## src/hw/rtl/crlp_pkg.sv

```systemverilog
// shared types, constants and decode functions of the cell report line parser
// no dependencies
package crlp_pkg;

  localparam int unsigned DEF_TOWER_SLOTS   = 7;
  localparam int unsigned DEF_PREFIX_WINDOW = 50;
  localparam int unsigned DEF_QUEUE_DEPTH   = 4;

  localparam logic [7:0] CHAR_QUOTE = 8'h22;
  localparam logic [7:0] CHAR_COMMA = 8'h2C;
  localparam logic [7:0] CHAR_PLUS  = 8'h2B;
  localparam logic [7:0] CHAR_ZERO  = 8'h30;
  localparam logic [7:0] CHAR_NINE  = 8'h39;

  localparam logic [2:0] PREFIX_LEN           = 3'd6;
  localparam logic [7:0] MIN_LINE_LEN         = 8'd15;
  localparam logic [7:0] LEVEL_OFFSET         = 8'd113;
  localparam logic [3:0] SERVING_LAST_FIELD   = 4'd10;
  localparam logic [3:0] NEIGHBOUR_LAST_FIELD = 4'd6;

  typedef enum logic [2:0] {
    PH_SEARCH = 3'd0,
    PH_SKIP   = 3'd1,
    PH_INDEX  = 3'd2,
    PH_QUOTE  = 3'd3,
    PH_GAP    = 3'd4,
    PH_TOKEN  = 3'd5,
    PH_DONE   = 3'd6
  } phase_t;

  typedef enum logic [2:0] {
    SLOT_RXL  = 3'd0,
    SLOT_MCC  = 3'd1,
    SLOT_MNC  = 3'd2,
    SLOT_CID  = 3'd3,
    SLOT_LAC  = 3'd4,
    SLOT_TA   = 3'd5,
    SLOT_NONE = 3'd6
  } slot_t;

  // one classified byte as it travels from front to back
  typedef struct packed {
    logic [7:0]        data_byte;
    logic              last;
    logic              is_zero;
    logic              is_quote;
    logic              is_comma;
    logic              is_plus;
    logic              hex_ok;
    logic [3:0]        hex_val;
    logic signed [8:0] dec_term;
  } class_word_t;

  function automatic logic [7:0] prefix_char(input logic [2:0] pos);
    logic [7:0] c;
    c = 8'h00;
    unique case (pos)
      3'd0:    c = 8'h2B;  // +
      3'd1:    c = 8'h43;  // C
      3'd2:    c = 8'h45;  // E
      3'd3:    c = 8'h4E;  // N
      3'd4:    c = 8'h47;  // G
      3'd5:    c = 8'h3A;  // :
      default: c = 8'h00;
    endcase
    return c;
  endfunction

  // token position to capture slot, serving and neighbour layouts
  function automatic slot_t slot_of(input logic serving, input logic [3:0] fn);
    slot_t s;
    s = SLOT_NONE;
    if (serving) begin
      unique case (fn)
        4'd1:    s = SLOT_RXL;
        4'd3:    s = SLOT_MCC;
        4'd4:    s = SLOT_MNC;
        4'd6:    s = SLOT_CID;
        4'd9:    s = SLOT_LAC;
        4'd10:   s = SLOT_TA;
        default: s = SLOT_NONE;
      endcase
    end else begin
      unique case (fn)
        4'd1:    s = SLOT_RXL;
        4'd3:    s = SLOT_CID;
        4'd4:    s = SLOT_MCC;
        4'd5:    s = SLOT_MNC;
        4'd6:    s = SLOT_LAC;
        default: s = SLOT_NONE;
      endcase
    end
    return s;
  endfunction

endpackage

```

## src/hw/rtl/crlp_if.sv

```systemverilog
// channel interfaces of the cell report line parser: line bytes, config, records
// no dependencies
interface crlp_line_if;
  logic       valid;
  logic       ready;
  logic [7:0] line_byte;
  logic       line_last;
  modport source (output valid, line_byte, line_last, input ready);
  modport sink (input valid, line_byte, line_last, output ready);
endinterface

interface crlp_cfg_if;
  logic valid;
  logic ready;
  logic report_enable;
  modport source (output valid, report_enable, input ready);
  modport sink (input valid, report_enable, output ready);
endinterface

interface crlp_rec_if;
  logic               valid;
  logic               ready;
  logic               entry_valid;
  logic [3:0]         tower_index;
  logic signed [7:0]  signal_dbm;
  logic [15:0]        country_code;
  logic signed [7:0]  network_code;
  logic [31:0]        cell_ident;
  logic [15:0]        area_code;
  logic [15:0]        timing_advance;
  logic               set_complete;
  logic               serving_changed;
  modport source (
    output valid, entry_valid, tower_index, signal_dbm, country_code, network_code,
           cell_ident, area_code, timing_advance, set_complete, serving_changed,
    input  ready
  );
  modport sink (
    input  valid, entry_valid, tower_index, signal_dbm, country_code, network_code,
           cell_ident, area_code, timing_advance, set_complete, serving_changed,
    output ready
  );
endinterface

```

## src/hw/rtl/crlp_front.sv

```systemverilog
// front end: takes line bytes and classifies each into a queue word
// depends on crlp_pkg and crlp_if
module crlp_front (
  crlp_line_if.sink                line,
  output logic                     push_valid,
  input  logic                     push_ready,
  output crlp_pkg::class_word_t    push_word
);

  logic [7:0] b;
  logic       is_digit;
  logic       is_lower;
  logic       is_upper;

  assign b        = line.line_byte;
  assign is_digit = (b >= crlp_pkg::CHAR_ZERO) && (b <= crlp_pkg::CHAR_NINE);
  assign is_lower = (b >= 8'h61) && (b <= 8'h66);
  assign is_upper = (b >= 8'h41) && (b <= 8'h46);

  assign line.ready = push_ready;
  assign push_valid = line.valid;

  always_comb begin
    push_word.data_byte = b;
    push_word.last      = line.line_last;
    push_word.is_zero   = (b == 8'h00);
    push_word.is_quote  = (b == crlp_pkg::CHAR_QUOTE);
    push_word.is_comma  = (b == crlp_pkg::CHAR_COMMA);
    push_word.is_plus   = (b == crlp_pkg::CHAR_PLUS);
    push_word.hex_ok    = is_digit | is_lower | is_upper;
    // letters a-f and A-F both have low nibble 1..6, so adding 9 gives 10..15
    push_word.hex_val   = is_digit ? b[3:0] : 4'(b[3:0] + 4'd9);
    // byte read as signed, minus ascii zero
    push_word.dec_term  = $signed({b[7], b}) - 9'sd48;
  end

endmodule

```

## src/hw/rtl/crlp_queue.sv

```systemverilog
// short word queue between the front and back ends
// depends on crlp_pkg
module crlp_queue #(
  parameter int unsigned DEPTH = crlp_pkg::DEF_QUEUE_DEPTH
) (
  input  logic                  clk,
  input  logic                  rst,
  input  logic                  push_valid,
  output logic                  push_ready,
  input  crlp_pkg::class_word_t push_word,
  output logic                  pop_valid,
  input  logic                  pop_ready,
  output crlp_pkg::class_word_t pop_word
);

  localparam int unsigned PTR_W = (DEPTH > 1) ? $clog2(DEPTH) : 1;
  localparam int unsigned CNT_W = $clog2(DEPTH + 1);

  crlp_pkg::class_word_t entries [DEPTH];
  logic [PTR_W-1:0]      wr_ptr;
  logic [PTR_W-1:0]      rd_ptr;
  logic [CNT_W-1:0]      fill;
  logic                  push;
  logic                  pop;

  assign push_ready = (fill != CNT_W'(DEPTH));
  assign pop_valid  = (fill != '0);
  assign pop_word   = entries[rd_ptr];
  assign push       = push_valid & push_ready;
  assign pop        = pop_valid & pop_ready;

  always_ff @(posedge clk) begin
    if (rst) begin
      wr_ptr <= '0;
      rd_ptr <= '0;
      fill   <= '0;
    end else begin
      if (push) begin
        wr_ptr <= (wr_ptr == PTR_W'(DEPTH - 1)) ? '0 : wr_ptr + PTR_W'(1);
      end
      if (pop) begin
        rd_ptr <= (rd_ptr == PTR_W'(DEPTH - 1)) ? '0 : rd_ptr + PTR_W'(1);
      end
      if (push && !pop) begin
        fill <= fill + CNT_W'(1);
      end else if (pop && !push) begin
        fill <= fill - CNT_W'(1);
      end
    end
  end

  always_ff @(posedge clk) begin
    if (push) begin
      entries[wr_ptr] <= push_word;
    end
  end

endmodule

```

## src/hw/rtl/crlp_back.sv

```systemverilog
// back end: line parser state machine, accumulators, captures and record register
// depends on crlp_pkg and crlp_if
module crlp_back #(
  parameter int unsigned TOWER_SLOTS   = crlp_pkg::DEF_TOWER_SLOTS,
  parameter int unsigned PREFIX_WINDOW = crlp_pkg::DEF_PREFIX_WINDOW
) (
  input  logic                  clk,
  input  logic                  rst,
  input  logic                  pop_valid,
  output logic                  pop_ready,
  input  crlp_pkg::class_word_t pop_word,
  input  logic                  report_enable,
  crlp_rec_if.source            rec
);

  localparam logic [7:0] INDEX_LIMIT = 8'(int'(crlp_pkg::CHAR_ZERO) + TOWER_SLOTS);
  localparam logic [3:0] LAST_SLOT   = 4'(TOWER_SLOTS - 1);
  localparam logic [7:0] WINDOW      = 8'(PREFIX_WINDOW);

  crlp_pkg::phase_t phase, phase_next;
  logic [7:0]       byte_count, byte_count_next;
  logic [2:0]       prefix_progress, prefix_progress_next;
  logic [3:0]       field_number, field_number_next;
  logic [3:0]       index_held, index_held_next;
  logic [31:0]      decimal_accum, decimal_accum_next;
  logic [31:0]      hex_accum, hex_accum_next;
  logic             line_bad, line_bad_next;
  logic [7:0]       cap_rxl, cap_rxl_next;
  logic [15:0]      cap_mcc, cap_mcc_next;
  logic [7:0]       cap_mnc, cap_mnc_next;
  logic [31:0]      cap_cid, cap_cid_next;
  logic [15:0]      cap_lac, cap_lac_next;
  logic [15:0]      cap_ta, cap_ta_next;
  logic [31:0]      last_serving_id;

  logic             pop;
  logic             finish;
  logic             is_delim;
  logic [3:0]       last_field;
  logic [31:0]      dec_ext;
  logic [31:0]      dec_grown;
  logic [31:0]      hex_grown;
  crlp_pkg::slot_t  slot;
  logic             line_ok;
  logic             serving;

  assign pop_ready = ~rec.valid | rec.ready;
  assign pop       = pop_valid & pop_ready;

  assign last_field = (index_held == 4'd0) ? crlp_pkg::SERVING_LAST_FIELD
                                           : crlp_pkg::NEIGHBOUR_LAST_FIELD;
  assign is_delim   = (field_number >= last_field) ? pop_word.is_quote : pop_word.is_comma;
  assign dec_ext    = {{23{pop_word.dec_term[8]}}, pop_word.dec_term};
  assign dec_grown  = (decimal_accum << 3) + (decimal_accum << 1) + dec_ext;
  assign hex_grown  = pop_word.hex_ok ? {hex_accum[27:0], pop_word.hex_val} : hex_accum;

  always_comb begin
    phase_next           = phase;
    byte_count_next      = (byte_count == 8'hFF) ? byte_count : byte_count + 8'd1;
    prefix_progress_next = prefix_progress;
    field_number_next    = field_number;
    index_held_next      = index_held;
    decimal_accum_next   = decimal_accum;
    hex_accum_next       = hex_accum;
    line_bad_next        = line_bad;
    finish               = 1'b0;

    unique case (phase)
      crlp_pkg::PH_SEARCH: begin
        if (pop_word.is_zero || byte_count >= WINDOW) begin
          line_bad_next = 1'b1;
          phase_next    = crlp_pkg::PH_DONE;
        end else begin
          if (prefix_progress < crlp_pkg::PREFIX_LEN &&
              pop_word.data_byte == crlp_pkg::prefix_char(prefix_progress)) begin
            prefix_progress_next = prefix_progress + 3'd1;
          end else begin
            prefix_progress_next = pop_word.is_plus ? 3'd1 : 3'd0;
          end
          if (prefix_progress_next >= crlp_pkg::PREFIX_LEN) begin
            phase_next = crlp_pkg::PH_SKIP;
          end
        end
      end
      crlp_pkg::PH_SKIP: begin
        if (pop_word.is_zero) begin
          line_bad_next = 1'b1;
          phase_next    = crlp_pkg::PH_DONE;
        end else begin
          phase_next = crlp_pkg::PH_INDEX;
        end
      end
      crlp_pkg::PH_INDEX: begin
        if (pop_word.data_byte < crlp_pkg::CHAR_ZERO || pop_word.data_byte >= INDEX_LIMIT) begin
          line_bad_next = 1'b1;
          phase_next    = crlp_pkg::PH_DONE;
        end else begin
          index_held_next = 4'(pop_word.data_byte - crlp_pkg::CHAR_ZERO);
          phase_next      = crlp_pkg::PH_QUOTE;
        end
      end
      crlp_pkg::PH_QUOTE: begin
        if (pop_word.is_zero) begin
          phase_next = crlp_pkg::PH_DONE;
        end else if (pop_word.is_quote) begin
          phase_next = crlp_pkg::PH_GAP;
        end
      end
      crlp_pkg::PH_GAP: begin
        if (pop_word.is_zero) begin
          phase_next = crlp_pkg::PH_DONE;
        end else if (!is_delim) begin
          decimal_accum_next = dec_ext;
          hex_accum_next     = pop_word.hex_ok ? 32'(pop_word.hex_val) : 32'd0;
          phase_next         = crlp_pkg::PH_TOKEN;
        end
      end
      crlp_pkg::PH_TOKEN: begin
        if (pop_word.is_zero) begin
          finish     = 1'b1;
          phase_next = crlp_pkg::PH_DONE;
        end else if (is_delim) begin
          finish = 1'b1;
          if (field_number >= last_field) begin
            phase_next = crlp_pkg::PH_DONE;
          end else begin
            field_number_next = field_number + 4'd1;
            phase_next        = crlp_pkg::PH_GAP;
          end
        end else begin
          decimal_accum_next = dec_grown;
          hex_accum_next     = hex_grown;
        end
      end
      crlp_pkg::PH_DONE: begin
        phase_next = crlp_pkg::PH_DONE;
      end
      default: begin
        phase_next = crlp_pkg::PH_DONE;
      end
    endcase

    // an open token is closed at line end
    if (pop_word.last && phase_next == crlp_pkg::PH_TOKEN) begin
      finish = 1'b1;
    end
  end

  always_comb begin
    slot         = finish ? crlp_pkg::slot_of(index_held == 4'd0, field_number)
                          : crlp_pkg::SLOT_NONE;
    cap_rxl_next = cap_rxl;
    cap_mcc_next = cap_mcc;
    cap_mnc_next = cap_mnc;
    cap_cid_next = cap_cid;
    cap_lac_next = cap_lac;
    cap_ta_next  = cap_ta;
    unique case (slot)
      crlp_pkg::SLOT_RXL:  cap_rxl_next = decimal_accum_next[7:0];
      crlp_pkg::SLOT_MCC:  cap_mcc_next = decimal_accum_next[15:0];
      crlp_pkg::SLOT_MNC:  cap_mnc_next = decimal_accum_next[7:0];
      crlp_pkg::SLOT_CID:  cap_cid_next = hex_accum_next;
      crlp_pkg::SLOT_LAC:  cap_lac_next = hex_accum_next[15:0];
      crlp_pkg::SLOT_TA:   cap_ta_next  = decimal_accum_next[15:0];
      crlp_pkg::SLOT_NONE: cap_ta_next  = cap_ta;
      default:             cap_ta_next  = cap_ta;
    endcase

    line_ok = ~line_bad_next && byte_count_next >= crlp_pkg::MIN_LINE_LEN &&
              (phase_next == crlp_pkg::PH_QUOTE || phase_next == crlp_pkg::PH_GAP ||
               phase_next == crlp_pkg::PH_TOKEN || phase_next == crlp_pkg::PH_DONE);
    serving = (index_held_next == 4'd0);
  end

  always_ff @(posedge clk) begin
    if (rst) begin
      phase           <= crlp_pkg::PH_SEARCH;
      byte_count      <= '0;
      prefix_progress <= '0;
      field_number    <= '0;
      index_held      <= '0;
      decimal_accum   <= '0;
      hex_accum       <= '0;
      line_bad        <= 1'b0;
      cap_rxl         <= '0;
      cap_mcc         <= '0;
      cap_mnc         <= '0;
      cap_cid         <= '0;
      cap_lac         <= '0;
      cap_ta          <= '0;
      last_serving_id <= '0;
    end else if (pop) begin
      if (pop_word.last) begin
        phase           <= crlp_pkg::PH_SEARCH;
        byte_count      <= '0;
        prefix_progress <= '0;
        field_number    <= '0;
        index_held      <= '0;
        decimal_accum   <= '0;
        hex_accum       <= '0;
        line_bad        <= 1'b0;
        cap_rxl         <= '0;
        cap_mcc         <= '0;
        cap_mnc         <= '0;
        cap_cid         <= '0;
        cap_lac         <= '0;
        cap_ta          <= '0;
        if (line_ok && serving) begin
          last_serving_id <= cap_cid_next;
        end
      end else begin
        phase           <= phase_next;
        byte_count      <= byte_count_next;
        prefix_progress <= prefix_progress_next;
        field_number    <= field_number_next;
        index_held      <= index_held_next;
        decimal_accum   <= decimal_accum_next;
        hex_accum       <= hex_accum_next;
        line_bad        <= line_bad_next;
        cap_rxl         <= cap_rxl_next;
        cap_mcc         <= cap_mcc_next;
        cap_mnc         <= cap_mnc_next;
        cap_cid         <= cap_cid_next;
        cap_lac         <= cap_lac_next;
        cap_ta          <= cap_ta_next;
      end
    end
  end

  // record register
  always_ff @(posedge clk) begin
    if (rst) begin
      rec.valid <= 1'b0;
    end else if (pop && pop_word.last) begin
      rec.valid <= 1'b1;
    end else if (rec.ready) begin
      rec.valid <= 1'b0;
    end
  end

  always_ff @(posedge clk) begin
    if (pop && pop_word.last) begin
      rec.entry_valid     <= line_ok;
      rec.tower_index     <= line_ok ? index_held_next : 4'd0;
      rec.signal_dbm      <= line_ok ? $signed(cap_rxl_next - crlp_pkg::LEVEL_OFFSET) : 8'sd0;
      rec.country_code    <= line_ok ? cap_mcc_next : 16'd0;
      rec.network_code    <= line_ok ? $signed(cap_mnc_next) : 8'sd0;
      rec.cell_ident      <= line_ok ? cap_cid_next : 32'd0;
      rec.area_code       <= line_ok ? cap_lac_next : 16'd0;
      rec.timing_advance  <= (line_ok && serving) ? cap_ta_next : 16'd0;
      rec.set_complete    <= line_ok && report_enable && (index_held_next == LAST_SLOT);
      rec.serving_changed <= line_ok && serving && (cap_cid_next != last_serving_id);
    end
  end

endmodule

```

## src/hw/rtl/cell_report_line_parser.sv

```systemverilog
// top level of the cell report line parser: front, queue, back and config register
// depends on crlp_pkg, crlp_if, crlp_front, crlp_queue and crlp_back
//
//   channel  dir  carries                               moves on
//   line     in   line_byte, line_last                  valid & ready
//   cfg      in   report_enable                         valid & ready (ready tied high)
//   rec      out  one record per line, ten fields       valid & ready
//
// one byte word a cycle sustained while rec is taken; the back end state machine and
// its multiply-by-ten and shift-by-four accumulators process one word a cycle
// a record becomes valid once its last byte word has gone through the queue into the record register
// rst clears the queue, parse state, last serving cell id and report_enable; no
// clearing pass, the block takes words from the first cycle after reset
// a stalled rec holds the back end; the queue then fills and line.ready falls after
// at most QUEUE_DEPTH more words
module cell_report_line_parser #(
  parameter int unsigned TOWER_SLOTS   = crlp_pkg::DEF_TOWER_SLOTS,
  parameter int unsigned PREFIX_WINDOW = crlp_pkg::DEF_PREFIX_WINDOW,
  parameter int unsigned QUEUE_DEPTH   = crlp_pkg::DEF_QUEUE_DEPTH
) (
  input  logic        clk,
  input  logic        rst,
  crlp_line_if.sink   line,
  crlp_cfg_if.sink    cfg,
  crlp_rec_if.source  rec
);

  // front to queue
  logic                  push_valid;
  logic                  push_ready;
  crlp_pkg::class_word_t push_word;

  // queue to back
  logic                  pop_valid;
  logic                  pop_ready;
  crlp_pkg::class_word_t pop_word;

  // consumer enable, used when a record is formed
  logic                  report_enable;

  assign cfg.ready = 1'b1;

  always_ff @(posedge clk) begin
    if (rst) begin
      report_enable <= 1'b0;
    end else if (cfg.valid) begin
      report_enable <= cfg.report_enable;
    end
  end

  // byte classification
  crlp_front u_front (
    .line       (line),
    .push_valid (push_valid),
    .push_ready (push_ready),
    .push_word  (push_word)
  );

  // decouples input stalls from record stalls
  crlp_queue #(
    .DEPTH (QUEUE_DEPTH)
  ) u_queue (
    .clk        (clk),
    .rst        (rst),
    .push_valid (push_valid),
    .push_ready (push_ready),
    .push_word  (push_word),
    .pop_valid  (pop_valid),
    .pop_ready  (pop_ready),
    .pop_word   (pop_word)
  );

  // parser and record register
  crlp_back #(
    .TOWER_SLOTS   (TOWER_SLOTS),
    .PREFIX_WINDOW (PREFIX_WINDOW)
  ) u_back (
    .clk           (clk),
    .rst           (rst),
    .pop_valid     (pop_valid),
    .pop_ready     (pop_ready),
    .pop_word      (pop_word),
    .report_enable (report_enable),
    .rec           (rec)
  );

endmodule

```

## src/flat_wrapper.sv

```systemverilog
// flat-port wrapper written by rule: the top's interface ports become plain ports
module cell_report_line_parser_flat 
#(
  parameter int unsigned TOWER_SLOTS   = crlp_pkg::DEF_TOWER_SLOTS,
  parameter int unsigned PREFIX_WINDOW = crlp_pkg::DEF_PREFIX_WINDOW,
  parameter int unsigned QUEUE_DEPTH   = crlp_pkg::DEF_QUEUE_DEPTH
)
  (clk, rst, line_valid, line_line_byte, line_line_last, line_ready, cfg_valid, cfg_report_enable, cfg_ready, rec_valid, rec_entry_valid, rec_tower_index, rec_signal_dbm, rec_country_code, rec_network_code, rec_cell_ident, rec_area_code, rec_timing_advance, rec_set_complete, rec_serving_changed, rec_ready);
  crlp_line_if line_i ();
  crlp_cfg_if cfg_i ();
  crlp_rec_if rec_i ();
  input  logic clk;
  input  logic rst;
  input wire logic [$bits(line_i.valid)-1:0] line_valid;
  input wire logic [$bits(line_i.line_byte)-1:0] line_line_byte;
  input wire logic [$bits(line_i.line_last)-1:0] line_line_last;
  output wire logic [$bits(line_i.ready)-1:0] line_ready;
  input wire logic [$bits(cfg_i.valid)-1:0] cfg_valid;
  input wire logic [$bits(cfg_i.report_enable)-1:0] cfg_report_enable;
  output wire logic [$bits(cfg_i.ready)-1:0] cfg_ready;
  output wire logic [$bits(rec_i.valid)-1:0] rec_valid;
  output wire logic [$bits(rec_i.entry_valid)-1:0] rec_entry_valid;
  output wire logic [$bits(rec_i.tower_index)-1:0] rec_tower_index;
  output wire logic [$bits(rec_i.signal_dbm)-1:0] rec_signal_dbm;
  output wire logic [$bits(rec_i.country_code)-1:0] rec_country_code;
  output wire logic [$bits(rec_i.network_code)-1:0] rec_network_code;
  output wire logic [$bits(rec_i.cell_ident)-1:0] rec_cell_ident;
  output wire logic [$bits(rec_i.area_code)-1:0] rec_area_code;
  output wire logic [$bits(rec_i.timing_advance)-1:0] rec_timing_advance;
  output wire logic [$bits(rec_i.set_complete)-1:0] rec_set_complete;
  output wire logic [$bits(rec_i.serving_changed)-1:0] rec_serving_changed;
  input wire logic [$bits(rec_i.ready)-1:0] rec_ready;
  assign line_i.valid = line_valid;
  assign line_i.line_byte = line_line_byte;
  assign line_i.line_last = line_line_last;
  assign line_ready = line_i.ready;
  assign cfg_i.valid = cfg_valid;
  assign cfg_i.report_enable = cfg_report_enable;
  assign cfg_ready = cfg_i.ready;
  assign rec_valid = rec_i.valid;
  assign rec_entry_valid = rec_i.entry_valid;
  assign rec_tower_index = rec_i.tower_index;
  assign rec_signal_dbm = rec_i.signal_dbm;
  assign rec_country_code = rec_i.country_code;
  assign rec_network_code = rec_i.network_code;
  assign rec_cell_ident = rec_i.cell_ident;
  assign rec_area_code = rec_i.area_code;
  assign rec_timing_advance = rec_i.timing_advance;
  assign rec_set_complete = rec_i.set_complete;
  assign rec_serving_changed = rec_i.serving_changed;
  assign rec_i.ready = rec_ready;
  cell_report_line_parser #(.TOWER_SLOTS(TOWER_SLOTS), .PREFIX_WINDOW(PREFIX_WINDOW), .QUEUE_DEPTH(QUEUE_DEPTH)) u_core (.clk(clk), .rst(rst), .line(line_i), .cfg(cfg_i), .rec(rec_i));
endmodule
```

## config.mk

```make
export PLATFORM = sky130hd
export DESIGN_NAME = cell_report_line_parser_flat
export DESIGN_NICKNAME = d
export VERILOG_FILES = /design/src/hw/rtl/crlp_pkg.sv /design/src/hw/rtl/crlp_if.sv /design/src/hw/rtl/crlp_front.sv /design/src/hw/rtl/crlp_queue.sv /design/src/hw/rtl/crlp_back.sv /design/src/hw/rtl/cell_report_line_parser.sv /design/src/flat_wrapper.sv
export SDC_FILE = /design/constraint.sdc
export NUM_CORES = 1
export LEC_CHECK = 0
export BUFFER_PORTS_ARGS = -buffer_cell sky130_fd_sc_hd__buf_2
export CORE_MARGIN = 2
export CORE_UTILIZATION = 50
export DETAILED_ROUTE_END_ITERATION = 12
export MAX_ROUTING_LAYER = met4
export PLACE_DENSITY = 0.69
export RECOVER_POWER = 50
export SETUP_SLACK_MARGIN = 0.1
export SYNTH_ARGS = -nofsm -noshare
export SYNTH_HDL_FRONTEND = slang
export SYNTH_HIERARCHICAL = 1
export SYNTH_SLANG_ARGS = --single-unit
```

## constraint.sdc

```tcl
create_clock -name clk -period 12.6 [get_ports clk]
set_clock_uncertainty 0.2 [all_clocks]
set_input_delay 1.26 -clock clk [delete_from_list [all_inputs] [get_ports clk]]
set_output_delay 1.26 -clock clk [all_outputs]
set_load 0.05 [all_outputs]
```

=== Word-level counts from Yosys, hierarchy flattened ===
Memories as Yosys holds them, arrays and structs flattened. A register that Yosys moved wholly into a read port is not among the register bits.
Cells that the tools add are included.

* Register bits after elaboration: 311
* RAM bits: 108
* Bits of input ports: 15
* Output and inout bits: 106
* Word-level logic and storage cells: 224
* Memories kept: 1

{| class="wikitable"
|+ Memories
! memory !! depth !! width !! read ports !! clocked after memory_dff !! write ports !! RTL line !! RTL
|-
| u_core.u_queue.entries || 4 || 27 || 1 || 1 || 1 || crlp_queue.sv:19 || <nowiki>crlp_pkg::class_word_t entries [DEPTH];</nowiki>
|}

* Add/sub/neg operators: 13
* Magnitude comparators: 13
* Eq/ne operators: 39
* Muxes and demuxes: 85
* Bitwise operators: 7
* Reductions and logical operators: 36

{| class="wikitable"
|+ Operators by type and width
! operator !! count
|-
| two-way mux 32 bit || 8
|-
| two-way mux 16 bit || 6
|-
| two-way mux 17 bit || 5
|-
| two-way mux 8 bit || 8
|-
| one-hot mux 32 bit (2 select lines) || 1
|-
| two-way mux 3 bit || 21
|-
| two-way mux 4 bit || 11
|-
| one-hot mux 7 bit (6 select lines) || 1
|-
| one-hot mux 3 bit (6 select lines) || 2
|-
| adder 17 bit || 2
|-
| one-hot mux 17 bit (2 select lines) || 1
|-
| != test 32 bit || 1
|-
| == test 3 bit, second input constant || 9
|-
| == test 8 x 6 -> 1 bit, second input constant || 3
|-
| >= comparator 8 x 6 -> 1 bit, second input constant || 3
|-
| == test 3 x 2 -> 1 bit, second input constant || 7
|-
| == test 4 x 3 -> 1 bit, second input constant || 4
|-
| >= comparator 8 x 7 -> 1 bit, second input constant || 2
|-
| less-or-equal comparator 8 x 7 -> 1 bit, second input constant || 2
|-
| one-hot mux 3 bit (5 select lines) || 1
|-
| logical AND 1 bit || 14
|-
| two-way mux 1 bit || 14
|-
| two-way mux 2 bit || 5
|-
| nonzero test 2 bit || 5
|-
| other kinds (37) || 57
|}

=== Logic depth before layout (Yosys ltp) ===
* Depth in word-level cells: 21
* Mapped depth: 17

=== Cells and area by module ===
Netlist, hierarchy kept.

{| class="wikitable"
|+ By module, submodules not included
! module !! instances !! cells an instance !! area an instance (µm²) !! sequential area each (µm²)
|-
| crlp_back || 1 || 1761 || 15782.6 || 7096.8
|-
| crlp_queue || 1 || 189 || 4369.2 || 3423.3
|-
| crlp_front || 1 || 66 || 524.3 || 0.0
|-
| cell_report_line_parser || 1 || 5 || 45.0 || 20.0
|}

=== Least setup slack after synthesis ===
No wires, ideal clock.

* Kind: flip-flop to flip-flop
* Start: register (tool-made name)
* End: register u_core.u_back.rec.country_code[12], data pin
* Setup time: 0.270 ns
* Arrival time: 3.950 ns
* Slack: 8.180 ns
* Stages on the path, launching flop included: 16
* Buffers on the path: 2
* Path through: dfxtp_1 -> buf_2 -> buf_4 -> mux4_2 -> fa_1 -> ha_1 -> nor2b_1 -> o21ai_0 -> a21oi_1 -> o21a_1 -> o211ai_1 -> a21oi_1 -> or3_1 -> a311oi_1 -> or3_1 -> a21oi_1

{| class="wikitable"
|+ RTL lines
! item !! RTL line !! RTL
|-
| end signal: assignment || crlp_back.sv:246 || <nowiki>rec.country_code <= line_ok ? cap_mcc_next : 16'd0;</nowiki>
|-
| end: declaration || crlp_if.sv:34 || <nowiki>output valid, entry_valid, tower_index, signal_dbm, country_code, network_code,</nowiki>
|}

=== Worst setup path after layout ===
* Start: input rst
* End: register u_core.u_back.cap_cid[4]

{| class="wikitable"
|+ RTL lines
! item !! RTL line !! RTL
|-
| start: declaration || flat_wrapper.sv:13 || <nowiki>input logic rst;</nowiki>
|-
| end signal: assignment || crlp_back.sv:223 || <nowiki>cap_cid <= cap_cid_next;</nowiki>
|-
| end: declaration || crlp_back.sv:31 || <nowiki>logic [31:0] cap_cid, cap_cid_next;</nowiki>
|}

No word-level cell between the ends.

==> results.yml <==
status:
  run_status: "complete, but fails checks"
  failed_checks: "max-capacitance violations, max-slew violations"
detailed_routing:
  via_per_inst: 6.159
  post-route-drc-count: 0
  wl_mm: 54.45
  firstDrtPassIters: 6
  detail_route.iter0.violations: 1627
  vias: 16190
  avgRoutedWirePerCell_um: 20.72
  postRouteAntennaNets: 0
global_routing:
  grt_antenna_before_repair: 0
  vias_in_the_first_global_route: 15090
  grt_pass1_wl_mm: 85.55
  maximum_number_of_pins_on_one_net_before_global_route_repair: 111
  met1_usage: 0.3641
  busiest_grt_layer: "met2"
  grt.met2_usage: 0.3790
  grt_remaining_overflow: 0
  grtUsageTotal: 0.2557
  met3_usage: 0.04251
cts:
  tritoncts: "yes"
  cts_root_buf: "sky130_fd_sc_hd__clkbuf_16"
  cts_resized: 0
  clk_pin_slew_worst_paths_ns: 0.06
  postCtsSetupBuffers: 0
  clock_insertion_delay_worst_skew_ns: 0.58
  cts_num_sinks: 421
  cts_inserted_buffers: 44
  cts_hold_repair.buffers: 0
  cts_max_level: 2
  clockBufferDepth: 3
floorplanning:
  top_level_ports: 121
  effective_utilization_at_floorplan: 0.5075
  floorplan.die_area_um2: 43090
  dieHeight_um: 207.6
  fp.dieW_um: 207.6
  design.core.area_um2: 40830
  row_count: 74
yosys:
  mappedNetlistNets: 2094
  synth_area_leader_cell: "sky130_fd_sc_hd__edfxtp_1"
  number_of_enable_flip_flop_cells_after_synthesis: 211
  netlist-cell-type-count: 97
  yosysTopAreaCellShare: 0.3058
  synth.top_cells.by_area: "sky130_fd_sc_hd__edfxtp_1, sky130_fd_sc_hd__dfxtp_1, sky130_fd_sc_hd__nor2_1, sky130_fd_sc_hd__a22oi_1, sky130_fd_sc_hd__mux4_2"
  ys_dominant_reg_cell: "sky130_fd_sc_hd__edfxtp_1"
  postSynthCellCount: 2021
  mappedNetlistArea_um2: 20720
  async_reset_ff_frac: 0
  synth-warning-count: 6
  per_instance_average_area_after_synthesis_um2: 10.25
  seq_area_frac_synth: 0.5087
  ys_seq_elements: 421
setup_path:
  crit_buf_inv: 2
  cpLargestDelayFamily: "buffers and inverters"
  worst_reg2reg_path_length_in_cells: 10
  critPathMaxFanout: 110
  cpMaxStageDelayCell: "sky130_fd_sc_hd__clkbuf_1"
  timing.critical_path.cells: "clkbuf_1, clkbuf_1, nor2_1"
  crit_path_max_incr_delay_ns: 3.51
  worst-endpoint-required_ns: 12.67
  timing.critical_path.to_type: "flop"
  crit_arrival_ns: 8.61
  crit_path_frequent_cell: "sky130_fd_sc_hd__clkbuf_1"
  setup_cp_type: "in2reg"
  timing.critical_path.depth: 3
  crit_path_start_kind: "primary input"
timing:
  hold_violations: 0
  slew_viol_final: 282
  timing_worst_slew_pin_value_ns: 5.090
  post-route-period-util: 0.6780
  setup-violations-final: 0
  achievable-frequency_ghz: 0.1171
  period_needed_ns: 8.543
  setup_total_negative_slack_ns: 0
  grt_setup_unrepaired: "no"
  slew_headroom: -2.394
pwr:
  cellLeakagePower_nw: 7.676
  max-vdd-ir-drop_mv: 0.1349
  cellPowerDensity_nw_per_um2: 196.8
  p_total_w: 0.004488
final_layout:
  nets: 2133
  area.growth.synth_to_final_pct: 10.07
  post_route_cells_drive_above_1_share: 0.08254
  diodes: 0
worst_hold_path:
  hold_class: "reg2reg"
  timing.hold.worst_path_depth: 2
placed_design:
  place.port_buffers: 119
  final_weighted_congestion_in_routability_driven_placement: 0.9601
  dp.final_hpwl_mm: 36.21
flow_run:
  drv_cap: 5
## tightest hold or removal path: cells and delay by family, from the launching register on
kind,cells,cell delay (ns)
compound gates,1,0.05
simple gates,1,0.05
flops,1,0.31
## cells in the mapped netlist, drive strengths merged (23+ instances only)
cell type and count:
o21ai 79, clkbuf 95, nand3 45, a211oi 23, nor2b 38, mux2i 42, nor2 291, and2 23
buf 54, mux4 27, dfxtp 210, inv 59, ha 44, a22oi 143, xnor2 26, a21oi 111
and3 37, a22o 23, nand2 142, edfxtp 211, nor3 24
## flip-flops by register name, indices dropped and copies added, names as in the netlist, 32 cells and up, named ones only
name / flops
u_core/u_back/cap_cid: 32
u_core/u_back/hex_accum: 32
u_core/u_back/last_serving_id: 32
u_core/u_back/rec.cell_ident: 32
u_core/u_queue/entries: 108
## where the power goes
| group | switching, W | internal [W] |
|---|---|---|
| clock network | 0.000562 | 0.000755 |
| logic | 0.00112 | 0.000327 |
| registers | 0.0000778 | 0.00165 |
| total | 0.00175 | 0.00273 |
## per-layer routing
layer  part of all wire  vias to the layer above
met5                  0                        -
met3              0.081                       78
met4              0.022                        0
li1                   -                     7523
met2               0.45                      698
met1               0.45                     7888
## placed cells by master, fill, tap and decap left out, types with 9 or more instances in the layout
cell type | synthesis | layout
sky130_fd_sc_hd__nor3_1 | 22 | 21
sky130_fd_sc_hd__nor2_1 | 290 | 289
sky130_fd_sc_hd__a221oi_1 | 14 | 14
sky130_fd_sc_hd__nand3_1 | 45 | 45
sky130_fd_sc_hd__nand2_1 | 142 | 141
sky130_fd_sc_hd__or3_1 | 15 | 15
sky130_fd_sc_hd__nand2b_1 | 13 | 13
sky130_fd_sc_hd__o31ai_1 | 9 | 10
sky130_fd_sc_hd__a21oi_1 | 110 | 110
sky130_fd_sc_hd__xnor2_1 | 26 | 26
sky130_fd_sc_hd__clkbuf_16 | 0 | 44
sky130_fd_sc_hd__ha_1 | 44 | 44
sky130_fd_sc_hd__dfxtp_1 | 210 | 210
sky130_fd_sc_hd__nor4_1 | 19 | 16
sky130_fd_sc_hd__a22o_1 | 23 | 23
sky130_fd_sc_hd__a211oi_1 | 23 | 23
sky130_fd_sc_hd__mux4_2 | 27 | 27
sky130_fd_sc_hd__nand4_1 | 21 | 21
sky130_fd_sc_hd__nor2b_1 | 38 | 38
sky130_fd_sc_hd__o21ai_1 | 16 | 14
sky130_fd_sc_hd__buf_4 | 18 | 21
sky130_fd_sc_hd__o21ai_0 | 63 | 63
sky130_fd_sc_hd__edfxtp_1 | 211 | 211
sky130_fd_sc_hd__and2_1 | 21 | 21
sky130_fd_sc_hd__a22oi_1 | 142 | 142
sky130_fd_sc_hd__o2111ai_1 | 10 | 10
sky130_fd_sc_hd__clkbuf_1 | 94 | 123
sky130_fd_sc_hd__mux2i_1 | 42 | 42
sky130_fd_sc_hd__and3b_1 | 12 | 12
sky130_fd_sc_hd__inv_1 | 58 | 57
sky130_fd_sc_hd__and3_1 | 30 | 34
sky130_fd_sc_hd__xor2_1 | 14 | 14
sky130_fd_sc_hd__mux2_2 | 9 | 9
sky130_fd_sc_hd__fa_1 | 14 | 14
## worst paths after layout
kind | slack (ns) | endpoint | from
setup reg to reg | 6.22 | u_core/u_back/cap_ta[3] | flop
hold reg to reg | 0.26 | u_core/u_back/cap_mcc[12] | u_core/u_back/cap_mcc[12]
hold / removal | 0.26 | u_core/u_back/cap_mcc[12] | u_core/u_back/cap_mcc[12]
setup / recovery | 4.06 | u_core/u_back/cap_cid[4] | rst
## area by class of cell
| class | count | area [um2] |
|---|---|---|
| well taps | 532 | 665.6 |
| repair buffers | 142 | 616.8 |
| multi-input cells | 1392 | 9303 |
| inverters | 59 | 222.7 |
| flip-flops and latches | 421 | 10540 |
| clock inverters | 32 | 335.3 |
| fillers | 3515 | 18020 |
| clock buffers | 50 | 1124 |
## logic make-up (layout without fill, tap and decap cells)
group | after synthesis | in the layout | synth area share
muxes | 79 | 79 | 0.05525
and+or+nand+nor | 724 | 724 | 0.1711
adders and majority gates | 58 | 58 | 0.04009
DFF | 421 | 421 | 0.5087
xor gates and xnor gates | 40 | 40 | 0.01691
other | 1 | 1 | 0.0001810
AOI/OAI and AO/OA | 490 | 490 | 0.1644
buffers and inverters | 208 | 283 | 0.04335
## per-stage QoR
step	area, um2	worst slack, ns	std cells	hold slack [ns]	util
3_3_place_gp	21540	6.998	2546	0.2383	0.5275
2_1_floorplan	20720	8.180	2021	0.2313	-
6_report	22810	4.057	2628	0.2557	0.5586
5_1_grt	22810	3.452	2628	0.2730	0.5586
4_1_cts	23000	6.792	2628	0.2533	0.5632
3_5_place_dp	21540	6.805	2546	0.2463	0.5275
Power figures use the tool's default switching activity.
